### src/sv/lfa_pkg.sv
// Shared types and constants for the fully associative LRU tag store.
package lfa_pkg;

  // Number of slots, key width and derived widths.
  localparam int MAX_SLOTS = 16;
  localparam int KEY_BITS  = 64;
  localparam int IN_KEY_W  = 64;
  localparam int IDX_W     = (MAX_SLOTS > 1) ? $clog2(MAX_SLOTS) : 1;
  localparam int CNT_W     = $clog2(MAX_SLOTS + 1);
  localparam int STAMP_W   = 32;
  localparam int CFG_W     = 5;
  localparam int OUT_SLOT_W = 4;

  // Controller states.
  typedef enum logic {
    ST_IDLE,
    ST_SWEEP
  } state_t;

  // Running search result handed from one cell to the next.
  typedef struct packed {
    logic               vld;
    logic               hit;
    logic [IDX_W-1:0]   hit_slot;
    logic               best_vld;
    logic [STAMP_W-1:0] best_age;
    logic [IDX_W-1:0]   best_slot;
  } scan_t;

  // Update broadcast to all cells at the end of a request.
  typedef struct packed {
    logic                en;
    logic [IDX_W-1:0]    slot;
    logic                key_we;
    logic [KEY_BITS-1:0] key;
    logic [STAMP_W-1:0]  stamp;
  } wr_t;

endpackage

### src/sv/lfa_cell.sv
// One tag slot: stored key and stamp, plus one stage of the hit and oldest-slot scan.
module lfa_cell
  import lfa_pkg::*;
(
  input  logic                clk,
  input  logic                rst_n,
  input  logic [IDX_W-1:0]    cell_idx,
  input  logic [CNT_W-1:0]    fill_cnt,
  input  logic [CNT_W-1:0]    cap,
  input  logic [KEY_BITS-1:0] key,
  input  logic [STAMP_W-1:0]  stamp_now,
  input  scan_t               scan_in,
  output scan_t               scan_out,
  input  wr_t                 wr
);

  logic [KEY_BITS-1:0] key_r;
  logic [STAMP_W-1:0]  stamp_r;
  scan_t               scan_r;
  scan_t               scan_nxt;
  logic                filled;
  logic                elig;
  logic [STAMP_W-1:0]  age;

  // Slot is searched for hits when filled, and for a victim when within capacity.
  assign filled = {1'b0, cell_idx} < fill_cnt;
  assign elig   = {1'b0, cell_idx} < cap;
  assign age    = stamp_now - stamp_r;

  // Fold this slot into the running result; the lowest index wins ties.
  always_comb begin
    scan_nxt = scan_in;
    if (!scan_in.hit && filled && (key_r == key)) begin
      scan_nxt.hit      = 1'b1;
      scan_nxt.hit_slot = cell_idx;
    end
    if (elig && (!scan_in.best_vld || (age > scan_in.best_age))) begin
      scan_nxt.best_vld  = 1'b1;
      scan_nxt.best_age  = age;
      scan_nxt.best_slot = cell_idx;
    end
  end

  // Scan stage register.
  always_ff @(posedge clk) begin
    if (!rst_n) begin
      scan_r.vld <= 1'b0;
    end else begin
      scan_r <= scan_nxt;
    end
  end

  assign scan_out = scan_r;

  // Slot contents are updated when the broadcast names this slot.
  always_ff @(posedge clk) begin
    if (wr.en && (wr.slot == cell_idx)) begin
      stamp_r <= wr.stamp;
      if (wr.key_we) begin
        key_r <= wr.key;
      end
    end
  end

endmodule

### src/sv/lru_fully_associative_lookup.sv
// Top level of the fully associative LRU tag store: control, counters and the cell row.
//
//   channel  | ports                                       | flow control
//   ---------+---------------------------------------------+---------------------------
//   request  | start, in_page_key, busy                    | taken when start && !busy
//   result   | out_valid, out_was_hit, out_slot_used       | one-cycle strobe, no stall
//   config   | cfg_valid, cfg_slots_in_use, cfg_ready      | taken when valid && ready
//
// The result strobe follows acceptance: the accepting edge latches the key, the scan token
// then moves one cell per edge along the row of MAX_SLOTS cells, and the next edge applies
// the update and loads the result. busy is high from acceptance until the result strobe;
// a new request can be taken at the edge that ends the strobe cycle, so a request cannot
// start before the last one is done. Reset clears the fill count and access counter and
// sets capacity to MAX_SLOTS; slot contents are not cleared. The result cannot be held off.
module lru_fully_associative_lookup
  import lfa_pkg::*;
(
  input  logic                  clk,
  input  logic                  rst_n,
  input  logic                  start,
  input  logic [IN_KEY_W-1:0]   in_page_key,
  output logic                  busy,
  output logic                  out_valid,
  output logic                  out_was_hit,
  output logic [OUT_SLOT_W-1:0] out_slot_used,
  input  logic                  cfg_valid,
  input  logic [CFG_W-1:0]      cfg_slots_in_use,
  output logic                  cfg_ready
);

  state_t              state_r;
  state_t              state_nxt;
  logic                inject_r;
  logic [KEY_BITS-1:0] key_r;
  logic [STAMP_W-1:0]  stamp_r;
  logic [CNT_W-1:0]    filled_r;
  logic [CNT_W-1:0]    filled_nxt;
  logic [CFG_W-1:0]    slots_in_use_r;
  logic [CNT_W-1:0]    cap;
  logic                out_valid_r;
  logic                out_hit_r;
  logic [IDX_W-1:0]    out_slot_r;
  logic                accept;
  scan_t               chain_head;
  scan_t               chain [MAX_SLOTS+1];
  scan_t               last;
  wr_t                 wr;

  assign accept    = start && !busy;
  assign cfg_ready = 1'b1;

  // Capacity clamped to 1 .. MAX_SLOTS.
  always_comb begin
    if (slots_in_use_r == '0) begin
      cap = CNT_W'(1);
    end else if (32'(slots_in_use_r) > MAX_SLOTS) begin
      cap = CNT_W'(MAX_SLOTS);
    end else begin
      cap = CNT_W'(slots_in_use_r);
    end
  end

  // Configuration register.
  always_ff @(posedge clk) begin
    if (!rst_n) begin
      slots_in_use_r <= CFG_W'(MAX_SLOTS);
    end else if (cfg_valid && cfg_ready) begin
      slots_in_use_r <= cfg_slots_in_use;
    end
  end

  // Next state.
  always_comb begin
    state_nxt = state_r;
    case (state_r)
      ST_IDLE: begin
        if (accept) state_nxt = ST_SWEEP;
      end
      ST_SWEEP: begin
        if (last.vld) state_nxt = ST_IDLE;
      end
      default: state_nxt = ST_IDLE;
    endcase
  end

  // State outputs.
  always_comb begin
    case (state_r)
      ST_IDLE:  busy = 1'b0;
      ST_SWEEP: busy = 1'b1;
      default:  busy = 1'b1;
    endcase
  end

  // Control registers and the access counter.
  always_ff @(posedge clk) begin
    if (!rst_n) begin
      state_r     <= ST_IDLE;
      inject_r    <= 1'b0;
      stamp_r     <= '0;
      filled_r    <= '0;
      out_valid_r <= 1'b0;
    end else begin
      state_r     <= state_nxt;
      inject_r    <= accept;
      filled_r    <= filled_nxt;
      out_valid_r <= wr.en;
      if (accept) begin
        stamp_r <= stamp_r + STAMP_W'(1);
      end
    end
  end

  // Request key latch.
  always_ff @(posedge clk) begin
    if (accept) begin
      key_r <= in_page_key[KEY_BITS-1:0];
    end
  end

  // Scan token enters the first cell with an empty result.
  always_comb begin
    chain_head     = '0;
    chain_head.vld = inject_r;
  end

  assign chain[0] = chain_head;

  // Row of slot cells.
  for (genvar g = 0; g < MAX_SLOTS; g++) begin : g_cell
    lfa_cell u_cell (
      .clk       (clk),
      .rst_n     (rst_n),
      .cell_idx  (IDX_W'(g)),
      .fill_cnt  (filled_r),
      .cap       (cap),
      .key       (key_r),
      .stamp_now (stamp_r),
      .scan_in   (chain[g]),
      .scan_out  (chain[g+1]),
      .wr        (wr)
    );
  end

  assign last = chain[MAX_SLOTS];

  // Pick the slot: hit, next empty slot, or the oldest slot within capacity.
  always_comb begin
    filled_nxt = filled_r;
    wr.en      = last.vld;
    wr.key     = key_r;
    wr.stamp   = stamp_r;
    if (last.hit) begin
      wr.slot   = last.hit_slot;
      wr.key_we = 1'b0;
    end else if (filled_r < cap) begin
      wr.slot   = filled_r[IDX_W-1:0];
      wr.key_we = 1'b1;
      if (last.vld) filled_nxt = filled_r + CNT_W'(1);
    end else begin
      wr.slot   = last.best_slot;
      wr.key_we = 1'b1;
    end
  end

  // Result register.
  always_ff @(posedge clk) begin
    if (wr.en) begin
      out_hit_r  <= last.hit;
      out_slot_r <= wr.slot;
    end
  end

  assign out_valid     = out_valid_r;
  assign out_was_hit   = out_hit_r;
  assign out_slot_used = OUT_SLOT_W'(out_slot_r);

endmodule
### config.mk
export PLATFORM = sky130hd
export DESIGN_NAME = lru_fully_associative_lookup
export DESIGN_NICKNAME = d
export VERILOG_FILES = /design/src/sv/lfa_pkg.sv /design/src/sv/lfa_cell.sv /design/src/sv/lru_fully_associative_lookup.sv
export SDC_FILE = /design/constraint.sdc
export NUM_CORES = 2
export LEC_CHECK = 0
export ABC_AREA = 0
export BUFFER_PORTS_ARGS = -buffer_cell sky130_fd_sc_hd__buf_2
export CAP_MARGIN = 20
export CORE_AREA = 3 3 469 471
export DETAILED_ROUTE_END_ITERATION = 10
export DIE_AREA = 0 0 472 474
export PLACE_DENSITY_LB_ADDON = 0.12
export SETUP_SLACK_MARGIN = 0.02
export SLEW_MARGIN = 20
export SYNTH_ARGS = -nofsm -noshare
export SYNTH_HDL_FRONTEND = slang
export SYNTH_SLANG_ARGS = --single-unit
export TNS_END_PERCENT = 100
### constraint.sdc
create_clock -name clk -period 7.09 [get_ports clk]
set_input_delay 1.418 -clock clk [delete_from_list [all_inputs] [get_ports clk]]
set_output_delay 1.418 -clock clk [all_outputs]
set_load 0.01 [all_outputs]
; ---- Yosys cells after proc, flatten, opt, wreduce, memory -nomap -nowiden
; Index checks and enable logic that the tools add are counted.
; Widths: inputs -> output; s select.
[word_totals]
ff_bits = 2305
input_bits = 73
out_inout_bits = 8
elab_cells = 387
[op_classes]
n_addsub = 18
order_cmp = 49
eq_ne = 31
mux = 24
bitwise_logic = 2
reduce_logical = 128
[ops]
columns = operator, n
row1 = $eq 64x64->1, 16
row2 = $sub 32x32->32, 16
row3 = $mux 36, 14
row4 = $gt 32x32->1, 15
row5 = $lt 4x5->1 const A, 16
row6 = $logic_and 1x1->1, 63
row7 = $lt 3x5->1 const A, 8
row8 = $mux 37, 1
row9 = $add 32x1->32 const B, 1
row10 = $eq 4x4->1 const B, 8
row11 = $reduce_and 2->1, 16
row12 = $logic_not 1->1, 31
row13 = $mux 5, 5
row14 = $lt 1x5->1 const A, 4
row15 = $lt 2x5->1 const A, 4
row16 = $eq 4x3->1 const B, 4
row17 = $logic_or 1x1->1, 15
row18 = $eq 4x2->1 const B, 2
row19 = $add 5x1->5 const B, 1
row20 = $gt 5x5->1 const B, 1
row21 = $logic_not 5->1, 1
row22 = $lt 5x5->1, 1
row23 = $eq 4x1->1 const B, 1
row24 = $logic_not 4->1, 1
row25 = other kinds (4), 7

; ---- Longest topological paths before layout
[depth]
ltp_word = 9
mapped_depth = 25

; ---- Modules after synthesis
; Synthesis repeated with hierarchy kept, for this count alone.
[unflattened]
hier_cells = 11729
hier_area_um2 = 136831.2
[modules_own_cells]
columns = module, n_inst, cells_per_inst, area_per_inst_um2, seq_area_each_um2
row1 = lfa_cell at g_cell[10].u_cell ..., 7, 737, 8386.8, 4164.0
row2 = lfa_cell at g_cell[4].u_cell ..., 3, 692, 8141.6, 4164.0
row3 = lfa_cell at g_cell[6].u_cell, 1, 721, 8319.2, 4164.0
row4 = lfa_cell at g_cell[7].u_cell, 1, 684, 8316.7, 4164.0
row5 = lfa_cell at g_cell[13].u_cell, 1, 694, 8267.9, 4164.0
row6 = lfa_cell at g_cell[12].u_cell, 1, 705, 8180.3, 4164.0
row7 = lfa_cell at g_cell[8].u_cell, 1, 708, 8170.3, 4164.0
row8 = lfa_cell at g_cell[0].u_cell, 1, 667, 8079.0, 4164.0
row9 = lru_fully_associative_lookup, 1, 315, 4365.4, 2972.9

; ---- Worst setup path before layout
; Ideal clock, no wire load.
[synth_timing]
kind = register to register
startpoint = register slots_in_use_r[4]
endpoint = register g_cell[0].u_cell.key_r[0], enable pin
setup_ps = 565
t_arrival_ps = 6914
t_required_ps = 6525
path_slack_ps = -389
stages_incl_launch_ff = 13
path_buffers = 2
cell_sequence = dfxtp_1 > clkbuf_1 > inv_1 > nand2_1 > ha_1 > a21o_1 > a21o_1 > a21o_1 > a21o_1 > mux2_2 > mux2_2 > clkbuf_1 > nor3_1
[synth_lines]
columns = item, line
row1 = start: declaration, lru_fully_associative_lookup.sv:38  ; logic [CFG_W-1:0] slots_in_use_r;
row2 = start signal: assignment, lru_fully_associative_lookup.sv:66  ; slots_in_use_r <= CFG_W'(MAX_SLOTS);
row3 = start signal: assignment, lru_fully_associative_lookup.sv:68  ; slots_in_use_r <= cfg_slots_in_use;
row4 = end signal: assignment, lfa_cell.sv:60  ; key_r <= wr.key;
row5 = end: declaration, lfa_cell.sv:17  ; logic [KEY_BITS-1:0] key_r;

==> impl_results.rst <==
.. list-table::
   :header-rows: 1

   * - Metric
     - Value
   * - Class of the tightest hold or removal check
     - reg2reg
   * - Vert. Die Dim
     - 474 µm
   * - Worst setup SP type
     - flip-flop
   * - Number of synthesized register bits
     - 2275
   * - Violation count after the first detailed-routing iteration
     - 9248
   * - Worst Hold Slack
     - 0.366 ns
   * - Later-pin clock latency in the skew report
     - 0.93 ns
   * - Number of warnings reported in the yosys synthesis log
     - 0
   * - Remaining design rule violation count
     - 0
   * - Final weighted congestion of routability-driven global placement
     - 0.977
   * - NetSw
     - 6.85 mW
   * - Port bufs
     - 79
   * - Part of the power in registers
     - 50.8%
   * - Global-route total usage across every layer
     - 32.3%
   * - Core Region
     - 217000 µm²
   * - Post-route ant nets
     - 0
   * - Bufs on Longest Clock Path
     - 3
   * - Final Worst Setup Slack
     - 0.534 ns
   * - Clock slew at the register clock pins of the worst setup and hold paths
     - 0.06 ns
   * - Boundary pin count
     - 81
   * - TritonCTS Buffers
     - 239
   * - Cell type of the slowest stage on the worst timing path
     - sky130_fd_sc_hd__nor4_1
   * - Worst setup slack after placement
     - 0.608 ns
   * - Count of hold buffers inserted by post-cts repair
     - 0
   * - Total wirelength of the detailed-routed design
     - 366000 µm
   * - H-tree depth
     - 4
   * - Most frequent CP cell
     - sky130_fd_sc_hd__buf_4
   * - Number of instances in the synthesized netlist
     - 10400
   * - Final Instance Count excl. Fillers
     - 13800
   * - Worst-path maximum fanout
     - 36
   * - Relative slew slack
     - 21.0%
   * - Shortest clock period the worst path allows after layout
     - 6.56 ns
   * - Portion of total power attributed to combinational logic
     - 5.8%
   * - Nature of the critical path endpoint
     - flip-flop
   * - Share of the synthesized area in the top cell type
     - 53.2%
   * - Area Growth Syn to Fin
     - 11.4%
   * - Total number of nets in the final design
     - 11800
   * - X dimension of the die
     - 472 µm
   * - Number of hold violations in the final report
     - 0
   * - Asr flop ratio synth
     - 0%
   * - Fraction of power spent switching nets
     - 22.9%
   * - Most area-hungry cell type in the Yosys netlist
     - sky130_fd_sc_hd__edfxtp_1
   * - Placed Instances
     - 13400
   * - Leading cell type by number of instances after synthesis
     - sky130_fd_sc_hd__edfxtp_1
   * - Worst path required time
     - 7.70 ns
   * - Share of layout cells above drive strength 1
     - 10.7%
   * - Floorplan row count
     - 171
   * - Slew of the pin with the lowest slew margin
     - 1.19 ns
   * - Floorplan die area
     - 224000 µm²
   * - Initial Utilization
     - 57.7%
   * - Internal power
     - 23.1 mW
   * - Max-cap violation count
     - 0
   * - Synth Area per Inst
     - 12.0 µm²
   * - Number of enable flip-flop cells after synthesis
     - 2214
   * - Arrival time worst endpoint
     - 7.16 ns
   * - Number of post-CTS setup repair buffers
     - 0
   * - Max-slew violations
     - 0
   * - Most numerous cell types in the synthesized netlist
     - sky130_fd_sc_hd__edfxtp_1 (2214), sky130_fd_sc_hd__inv_1 (1184), sky130_fd_sc_hd__ha_1 (982), sky130_fd_sc_hd__xnor2_1 (668), sky130_fd_sc_hd__xor2_1 (603)
   * - DPL Wire Length
     - 262000 µm
   * - Vias in the first global route
     - 82800
   * - Root buffer selected by CTS
     - sky130_fd_sc_hd__clkbuf_16
   * - Cell area power density
     - 215 nW/µm²
   * - Core occupancy in the finished layout
     - 64.3%
   * - Count of fill cells added during filler insertion
     - 16400
   * - Share of the cycle needed by the critical path after routing
     - 92.5%
   * - Antenna violations before repair
     - 18
   * - Global route total overflow
     - 0
   * - Largest voltage drop on the vdd net
     - 0.325 mV
   * - Via density
     - 6.18
   * - Post-synth design cell area
     - 125000 µm²
   * - Cells resized by post-CTS repair
     - 0
   * - Fraction of the yosys area taken by sequential cells
     - 54.2%
   * - Ys flop type
     - sky130_fd_sc_hd__edfxtp_1
   * - Cells along the critical path
     - clkinv_1 -> buf_4 -> buf_4 -> ha_1 -> inv_1 -> fa_1 -> a211oi_1 -> o21ai_1 -> o31ai_1 -> o21ba_2 -> o211ai_1 -> a41oi_1 -> o21bai_1 -> a21oi_1 -> xnor2_1 -> ha_1 -> nand4_1 -> nor4_1 -> a221oi_1 -> nor2_4 -> buf_4 -> mux2_2
   * - First-pass iteration count of the detailed router
     - 6
   * - Unique cell type count in the Yosys netlist
     - 97
   * - Total via count after detailed routing
     - 85500
   * - Setup Total Neg Slack
     - 0 ns
   * - Setup clock skew after layout
     - 0.0879 ns
   * - Critical Setup Path Class
     - reg2reg
   * - Pin count of the biggest net entering global routing
     - 167
   * - TritonCTS clock tree
     - done
   * - Max Freq
     - 153 MHz
   * - First-pass GRT wire length
     - 537000 µm
   * - Finished Cell Area
     - 139000 µm²
   * - Result of the run
     - complete, no violations
   * - Total power draw
     - 30.0 mW
   * - Wire length per cell
     - 26.5 µm
   * - Standby leakage power
     - 59.7 nW
   * - Unrepaired setup endpoints after global routing
     - no
   * - Setup violation total in the final timing report
     - 0
   * - Area after detailed placement
     - 131000 µm²
   * - Largest stage delay on the critical path
     - 0.53 ns
   * - Top post-synthesis cells by area
     - sky130_fd_sc_hd__edfxtp_1 (53%), sky130_fd_sc_hd__ha_1 (9.8%), sky130_fd_sc_hd__xnor2_1 (4.7%)
   * - Clock tree sinks
     - 2275
   * - Share of total power in the clock network
     - 43.4%
## final timing paths
| path | from | endpoint | slack [ns] | cells past startpoint |
|---|---|---|---|---|
| min | g_cell[7].u_cell.scan_out[42] | g_cell[8].u_cell.scan_out[42] | 0.37 | 1 |
| max | stamp_r[0] | g_cell[8].u_cell.scan_out[11] | 0.53 | 22 |
| min reg2reg | g_cell[7].u_cell.scan_out[42] | g_cell[8].u_cell.scan_out[42] | 0.37 | 1 |
| max reg2reg | stamp_r[0] | g_cell[8].u_cell.scan_out[11] | 0.53 | 22 |
## final cells by class
class                      count  area [µm²]  share of cell area, %
multi-input combinational   6654       52000                   37.4
sequential                  2275       67700                   48.7
antenna                        4        10.0                0.00719
timing repair buffer         393        3110                   2.23
inverter                    1206        4530                   3.25
tap                         2854        3570                   2.57
clock buffer                 310        6500                   4.67
clock inverter               142        1690                   1.21
## power by group through the flow
stage / Combinational, mW / Clock [mW] / Sequential, mW
6_report: 1.73 / 13.0 / 15.2
5_1_grt: 1.86 / 13.7 / 15.2
4_1_cts: 1.71 / 13.2 / 15.2
3_5_place_dp: 1.70 / 0 / 15.5
3_3_place_gp: 1.65 / 0 / 15.5
2_1_floorplan: 0.941 / 0 / 15.4
## logic make-up (layout without fill, tap and decap cells)
| family | count (synthesis) | in the layout | share of synthesized area, % |
|---|---|---|---|
| buf+inv | 1445 | 2051 | 4.35 |
| simple gates | 1937 | 1937 | 8.19 |
| other cells | 1 | 6 | 0.00300 |
| flops | 2275 | 2275 | 54.2 |
| fa+ha+maj | 998 | 998 | 10.1 |
| compound gates | 2104 | 2104 | 11.2 |
| mux | 342 | 342 | 3.07 |
| xor+xnor | 1271 | 1271 | 8.91 |
## routing by layer
metal,track usage (%),up-vias,routed length (µm)
li1,-,38800,-
met3,4.55,825,29600
met1,44.1,42000,150000
met4,14.1,4,18500
met2,51.8,3850,168000
met5,0,-,25
## state kept, by name, summed over array words and instances, names as in the netlist
signal                  cells
g_cell.u_cell.key_r      1024
g_cell.u_cell.scan_out    625
g_cell.u_cell.stamp_r     512
key_r                      64
stamp_r                    32
filled_r                    5
slots_in_use_r              5
out_slot_used               4
inject_r                    1
out_valid                   1
out_was_hit                 1
state_r                     1
## critical path: cells and delay by family (launching register included)
family	cells	cell delay, ns
AOI/OAI and AO/OA	9	2.36
adders and majority gates	3	0.91
and+or+nand+nor	3	0.89
DFF	1	0.32
xor gates and xnor gates	1	0.11
muxes	1	0.40
buffers and inverters	5	1.23
## cells in the final DEF, fill, tap and decap left out, drive strengths merged, types with 339 or more instances in the layout
cell type and count:
a21o 395, a21oi 541, buf 393, edfxtp 2214, ha 982, inv 1202
nand2 339, nor2 357, o21ai 350, xnor2 668, xor2 603
Power figures use the tool's default switching activity.
